[src/rtl/peu_pkg.sv]
`timescale 1ns / 1ps
package peu_pkg;

    // Fixed-point format and divider depth
    localparam int Q_FRAC    = 24;
    localparam int DIV_STEPS = 25;
    localparam int CFG_W     = 25;

    // Configuration register indexes
    localparam logic [1:0] CFG_TIME_STEP   = 2'd0;
    localparam logic [1:0] CFG_ACCEL_LIMIT = 2'd1;
    localparam logic [1:0] CFG_BORDER      = 2'd2;

    // Register reset values
    localparam logic [CFG_W-1:0] TIME_STEP_RST   = 25'd5033165;
    localparam logic [CFG_W-1:0] ACCEL_LIMIT_RST = 25'd671089;
    localparam logic [CFG_W-1:0] BORDER_RST      = 25'd16609444;

    localparam logic signed [33:0] SAT_MAX = 34'sd2147483647;
    localparam logic signed [33:0] SAT_MIN = -34'sd2147483648;

    typedef struct packed {
        logic signed [31:0] pos_x;
        logic signed [31:0] pos_y;
        logic signed [31:0] vel_x;
        logic signed [31:0] vel_y;
        logic signed [31:0] force_x;
        logic signed [31:0] force_y;
        logic        [30:0] mass;
    } t_in_item;

    typedef struct packed {
        logic signed [31:0] new_pos_x;
        logic signed [31:0] new_pos_y;
        logic signed [31:0] new_vel_x;
        logic signed [31:0] new_vel_y;
    } t_out_item;

    // One axis after the input stage: force magnitude and sign split apart
    typedef struct packed {
        logic signed [31:0] pos;
        logic signed [31:0] vel;
        logic               neg;
        logic        [31:0] mag;
    } t_mag_lane;

    typedef struct packed {
        t_mag_lane [1:0] lane;
        logic     [30:0] mass;
    } t_mag_stage;

    // One axis inside the divider
    typedef struct packed {
        logic signed [31:0]          pos;
        logic signed [31:0]          vel;
        logic                        neg;
        logic                        zero;
        logic                        sat;
        logic                        nb;
        logic        [30:0]          rem;
        logic        [DIV_STEPS-1:0] quo;
    } t_div_lane;

    typedef struct packed {
        t_div_lane [1:0] lane;
        logic     [30:0] mass;
    } t_div_stage;

    // Clamp a widened sum to the signed 32-bit range
    function automatic logic signed [31:0] sat32(input logic signed [33:0] v);
        logic signed [31:0] r;
        if (v > SAT_MAX) begin
            r = 32'sh7FFFFFFF;
        end else if (v < SAT_MIN) begin
            r = 32'sh80000000;
        end else begin
            r = v[31:0];
        end
        return r;
    endfunction

    // Halve arithmetically, then negate
    function automatic logic signed [31:0] half_neg(input logic signed [31:0] v);
        logic signed [31:0] h;
        h = v >>> 1;
        return -h;
    endfunction

endpackage

[src/rtl/peu_kin.sv]
`timescale 1ns / 1ps
module peu_kin import peu_pkg::*; (
    input  logic             i_clk,
    input  logic             i_rst_n,
    input  logic             i_adv,
    input  logic [CFG_W-1:0] i_time_step,
    input  logic [CFG_W-1:0] i_accel_limit,
    input  logic [CFG_W-1:0] i_border,
    input  logic             i_valid,
    input  t_div_stage       i_item,
    output logic             o_valid,
    output t_out_item        o_item
);

    typedef struct packed {
        logic signed [31:0] pos;
        logic signed [31:0] vel;
        logic               neg;
        logic [CFG_W-1:0]   amag;
    } t_acc_lane;

    typedef struct packed {
        logic signed [31:0] pos;
        logic signed [31:0] vel;
        logic               neg;
        logic [2*CFG_W-1:0] prod;
    } t_prod_lane;

    typedef struct packed {
        logic signed [31:0] pos;
        logic signed [31:0] vel;
    } t_pv_lane;

    logic [3:0] r_vld;

    t_acc_lane  [1:0] r_acc,  n_acc;
    t_prod_lane [1:0] r_prod, n_prod;
    t_pv_lane   [1:0] r_vel,  n_vel;
    t_pv_lane   [1:0] r_pos,  n_pos;
    t_out_item        r_out,  n_out;

    // Clamp acceleration magnitude
    always_comb begin
        for (int l = 0; l < 2; l++) begin
            n_acc[l].pos = i_item.lane[l].pos;
            n_acc[l].vel = i_item.lane[l].vel;
            n_acc[l].neg = i_item.lane[l].neg;
            if (i_item.lane[l].zero) begin
                n_acc[l].amag = '0;
            end else if (i_item.lane[l].sat || (i_item.lane[l].quo > i_accel_limit)) begin
                n_acc[l].amag = i_accel_limit;
            end else begin
                n_acc[l].amag = i_item.lane[l].quo;
            end
        end
    end

    // Scale by the timestep
    always_comb begin
        for (int l = 0; l < 2; l++) begin
            n_prod[l].pos  = r_acc[l].pos;
            n_prod[l].vel  = r_acc[l].vel;
            n_prod[l].neg  = r_acc[l].neg;
            n_prod[l].prod = {{CFG_W{1'b0}}, r_acc[l].amag} * {{CFG_W{1'b0}}, i_time_step};
        end
    end

    // Add the velocity change, saturating
    always_comb begin
        logic        [25:0] dv;
        logic signed [33:0] dvs;
        logic signed [33:0] sum;
        for (int l = 0; l < 2; l++) begin
            dv  = r_prod[l].prod[2*CFG_W-1:Q_FRAC];
            dvs = $signed({8'd0, dv});
            if (r_prod[l].neg) begin
                dvs = -dvs;
            end
            sum = 34'(r_prod[l].vel) + dvs;
            n_vel[l].pos = r_prod[l].pos;
            n_vel[l].vel = sat32(sum);
        end
    end

    // Move the position by the new velocity, saturating
    always_comb begin
        logic signed [33:0] sum;
        for (int l = 0; l < 2; l++) begin
            sum = 34'(r_vel[l].pos) + 34'(r_vel[l].vel);
            n_pos[l].pos = sat32(sum);
            n_pos[l].vel = r_vel[l].vel;
        end
    end

    // Bounce off the upper border, then the lower one
    always_comb begin
        logic signed [31:0] b;
        logic signed [31:0] p [2];
        logic signed [31:0] v [2];
        b = $signed({7'd0, i_border});
        for (int l = 0; l < 2; l++) begin
            p[l] = r_pos[l].pos;
            v[l] = r_pos[l].vel;
            if (p[l] >= b) begin
                p[l] = b;
                v[l] = half_neg(v[l]);
            end
            if (p[l] <= -b) begin
                p[l] = -b;
                v[l] = half_neg(v[l]);
            end
        end
        n_out.new_pos_x = p[0];
        n_out.new_pos_y = p[1];
        n_out.new_vel_x = v[0];
        n_out.new_vel_y = v[1];
    end

    // Advance valid bits
    always_ff @(posedge i_clk) begin
        if (!i_rst_n) begin
            r_vld   <= '0;
            o_valid <= 1'b0;
        end else if (i_adv) begin
            r_vld   <= {r_vld[2:0], i_valid};
            o_valid <= r_vld[3];
        end
    end

    // Advance payload
    always_ff @(posedge i_clk) begin
        if (i_adv) begin
            r_acc  <= n_acc;
            r_prod <= n_prod;
            r_vel  <= n_vel;
            r_pos  <= n_pos;
            r_out  <= n_out;
        end
    end

    assign o_item = r_out;

endmodule

[config.mk]
export PLATFORM = sky130hd
export DESIGN_NAME = peu_kin
export DESIGN_NICKNAME = d
export VERILOG_FILES = /design/src/rtl/peu_pkg.sv /design/src/rtl/peu_kin.sv
export SDC_FILE = /design/constraint.sdc
export NUM_CORES = 2
export LEC_CHECK = 0
export ABC_CLOCK_PERIOD_IN_PS = 10150
export BUFFER_PORTS_ARGS = -buffer_cell sky130_fd_sc_hd__buf_2
export CAP_MARGIN = 10
export CORE_MARGIN = 2
export CORE_UTILIZATION = 30
export DETAILED_ROUTE_END_ITERATION = 8
export PLACE_DENSITY = 0.55
export SYNTH_ARGS = -nofsm -noshare
export SYNTH_HDL_FRONTEND = slang
export SYNTH_SLANG_ARGS = --single-unit
[constraint.sdc]
create_clock -name i_clk -period 10.15 [get_ports i_clk]
set_input_delay 0.5075 -clock i_clk [delete_from_list [all_inputs] [get_ports i_clk]]
set_output_delay 0.5075 -clock i_clk [all_outputs]
set_load 0.01 [all_outputs]
==> key figures <==
Run status
  • Status: finished clean

Global route
  • Grt met2 use: 28.62%
  • Grt peak-use layer: met2
  • Maximum number of pins on one net before global-route repair: 186
  • Initial antenna violation count: 28
  • Vias in the first global route: 62,400
  • GRT Resource Usage Total: 17.43%
  • Met1 Track Usage GR: 23.40%
  • First-pass GRT wire length: 372,800 um
  • Met3 Usage GRT: 2.956%
  • Gr ovfl total: 0

Floorplan
  • IO Count: 487
  • Die outline width: 524.7 um
  • Starting Density: 30.09%
  • # rows: 191
  • DIE HEIGHT: 524.7 um
  • Die Area: 275,300 um^2
  • CORE AREA: 270,300 um^2

Clock tree
  • Number of H-tree levels: 3
  • Max clock buf depth: 3
  • Sink Count: 751
  • Clock transition at path regs: 0.06 ns
  • Number of buffers added for setup after CTS: 0
  • CTS tree: done
  • Num CTS Buffers: 89
  • CTS Root Cell: clkbuf_16
  • Clock insertion delay at the later pin of the skew report: 0.72 ns
  • CTS resizes: 0
  • Hold Buf Count CTS: 125

Routing
  • Vias: 59,500
  • Vias/cell: 4.914
  • Post-Route WL: 242,300 um
  • 1st-pass router iterations: 6
  • Number of DRC markers in iteration 0: 4,055
  • Routed wire length per instance: 20.01 um
  • # DRC: 0
  • ANT nets after route: 0

Logic synthesis
  • Syn Area/Cell: 10.00 um^2
  • Share of flip-flops with an asynchronous set or reset: 0%
  • Sequential area share after synthesis: 27.66%
  • Share of the synthesized area in the top cell type: 27.54%
  • Number of synthesized flops with an enable pin: 746
  • Yosys cell types: 103
  • Yosys warning count: 0
  • Mapped Cells: 8,131
  • Synth top area cells: edfxtp_1, fa_1, ha_1
  • Synth Flop Type: edfxtp_1
  • Cell taking the most area after synthesis: edfxtp_1
  • Mapped cell area: 81,340 um^2
  • Number of synthesized register bits: 751
  • Syn nets: 10,210

Placement
  • Dpl hpwl: 184,300 um
  • GPL Wtd Cong: 0.9038
  • Buffers on Ports: 391

Setup path
  • Reg2reg end: r_prod[164]
  • Critical Path RT: 10.58 ns
  • Critical Path Fanout Max: 17
  • Reg2reg start: r_acc[105]
  • CP Launch Type: register
  • R2R Setup Slk: 1.55 ns
  • Critical Path AT: 9.03 ns
  • CP startpoint: r_acc[105]
  • Crit. End Element: register
  • Worst setup path category: register to register
  • Worst setup endpoint: r_prod[164]
  • Reg2reg path depth: 23

STA
  • Fin Setup TNS: 0 ns
  • Achievable frequency: 116.3 MHz
  • Clock Skews: 0.04678 ns
  • RSZ-0062 raised after global routing: no
  • Fin crit share: 84.72%
  • Post-layout min period: 8.599 ns
  • Max-slew violations: 0
  • Setup violations, final: 0
  • Hold Fails Final Rpt: 0
  • Slew HR: 20.51%
  • Tightest Pin Transition: 1.190 ns

Final layout
  • Final net count: 10,540
  • Share of cells above drive strength 1: 8.323%
  • Synthesis-to-finish area growth: 12.67%

Worst hold path
  • Worst hold-check path type: input pin to register

Flow run
  • Max-cap viol count: 0
-- sequential cells by signal, indices dropped and copies added (netlist names), 50 cells and up --
signal and count:
r_pos 128, r_acc 50, r_prod 118, r_vel 64, o_item 128, n_vel 64, n_pos 64, n_prod 130
-- final cells by class --
| type | instances | area (um^2) |
|---|---|---|
| diodes | 9 | 22.52 |
| clock inverters | 67 | 884.6 |
| clock buffers | 96 | 2275 |
| inverters | 1312 | 4925 |
| flip-flops and latches | 751 | 22500 |
| multi-input cells | 5681 | 52510 |
| well taps | 3570 | 4467 |
| repair buffers | 624 | 4068 |
| fillers | 27380 | 178600 |
-- logic make-up after synthesis --
logic type / share of synthesized area [%]
flip-flops: 27.66
XOR/XNOR: 3.003
adder cells (fa/ha/maj): 36.24
multiplexers: 1.074
AO/OA/AOI/OAI: 9.454
AND/OR/NAND/NOR: 14.68
buffers and inverters: 7.883
-- critical path, stage by stage (launching register included) --
cell	delay [ns]
edfxtp_1	1.08
buf_4	0.36
nand2_1	0.10
fa_1	0.55
fa_1	0.55
inv_1	0.06
fa_1	0.51
fa_1	0.59
fa_1	0.44
fa_1	0.49
inv_1	0.06
fa_1	0.49
inv_1	0.05
ha_1	0.33
o211ai_1	0.27
nor4_1	0.42
o31ai_1	0.30
a21oi_1	0.49
a211oi_1	0.21
o31ai_1	0.34
a21oi_1	0.16
o21bai_1	0.22
a21oi_1	0.11
xnor2_1	0.13
-- how the worst min path moves through the flow --
stage / from / cells past startpoint / endpoint
after floorplan: n_prod[202] / 0 / n_vel[100]
final: i_item[128] / 1 / n_prod[88]
after CTS: i_item[128] / 1 / n_prod[88]
after global placement: n_vel[120] / 0 / r_vel[120]
after detailed placement: n_prod[95] / 0 / n_vel[44]
after global routing: i_item[128] / 1 / n_prod[88]
-- synthesized netlist by cell type (10+ instances only) --
master,number
inv_1,1312
fa_1,1054
nand2_1,913
edfxtp_1,746
ha_1,665
and2_1,648
clkbuf_1,355
o21ai_0,325
nor2_1,312
a21oi_1,272
xnor2_1,199
a21o_1,188
nor3_1,88
mux2i_1,85
nand3_1,78
xor2_1,78
o21a_1,56
nand4_1,55
nand2b_1,48
nor2b_1,47
or3_1,47
and3_1,40
a211oi_1,37
nor4_1,35
o211ai_1,35
o31ai_1,35
a31oi_1,24
buf_1,18
o21bai_1,18
a211o_1,17
or2_2,16
or4_1,16
o41ai_1,14
a21boi_0,13
o22ai_1,13
a221oi_1,11
nor3b_1,11
and4_1,10
-- through the flow --
step	setup slack, ns	area [um^2]	hold slack [ns]	utilization (%)	std cells
after CTS	1.695	91600	0.005203	33.89	12100
after floorplan	2.984	81340	0.4003	-	8131
final	1.551	91650	0.08463	33.91	12110
after detailed placement	1.412	87190	0.4045	32.26	11810
after global routing	1.113	91630	0.02187	33.90	12100
after global placement	1.481	87190	0.4028	32.26	11810
-- metal layers --
metal	share of wire (%)	vias up	routed length, um
li1	-	27250	-
met1	44	29920	106500
met2	46	1935	112600
met3	6.4	373	15530
met4	3.1	24	7527
met5	0.061	-	147
-- placed cells by master (no fill, tap or decap), drive strengths merged, types with 15 or more instances in the layout --
cell	instances
inv	1319
fa	1054
nand2	913
edfxtp	746
ha	665
and2	651
buf	498
o21ai	332
nor2	316
a21oi	273
xnor2	200
a21o	189
dlygate4sd3	125
clkbuf	97
nor3	92
mux2i	85
nand3	78
xor2	78
o21a	56
nand4	55
nand2b	49
or3	48
nor2b	47
and3	40
a211oi	39
nor4	38
clkinv	36
o31ai	35
o211ai	35
a31oi	24
or4	19
o21bai	18
or2	18
a211o	17
bufinv	16
o41ai	15
Power is left out: the tool's default activity adds up to more than one toggle a clock period on the data nets, which glitch-free logic cannot reach.
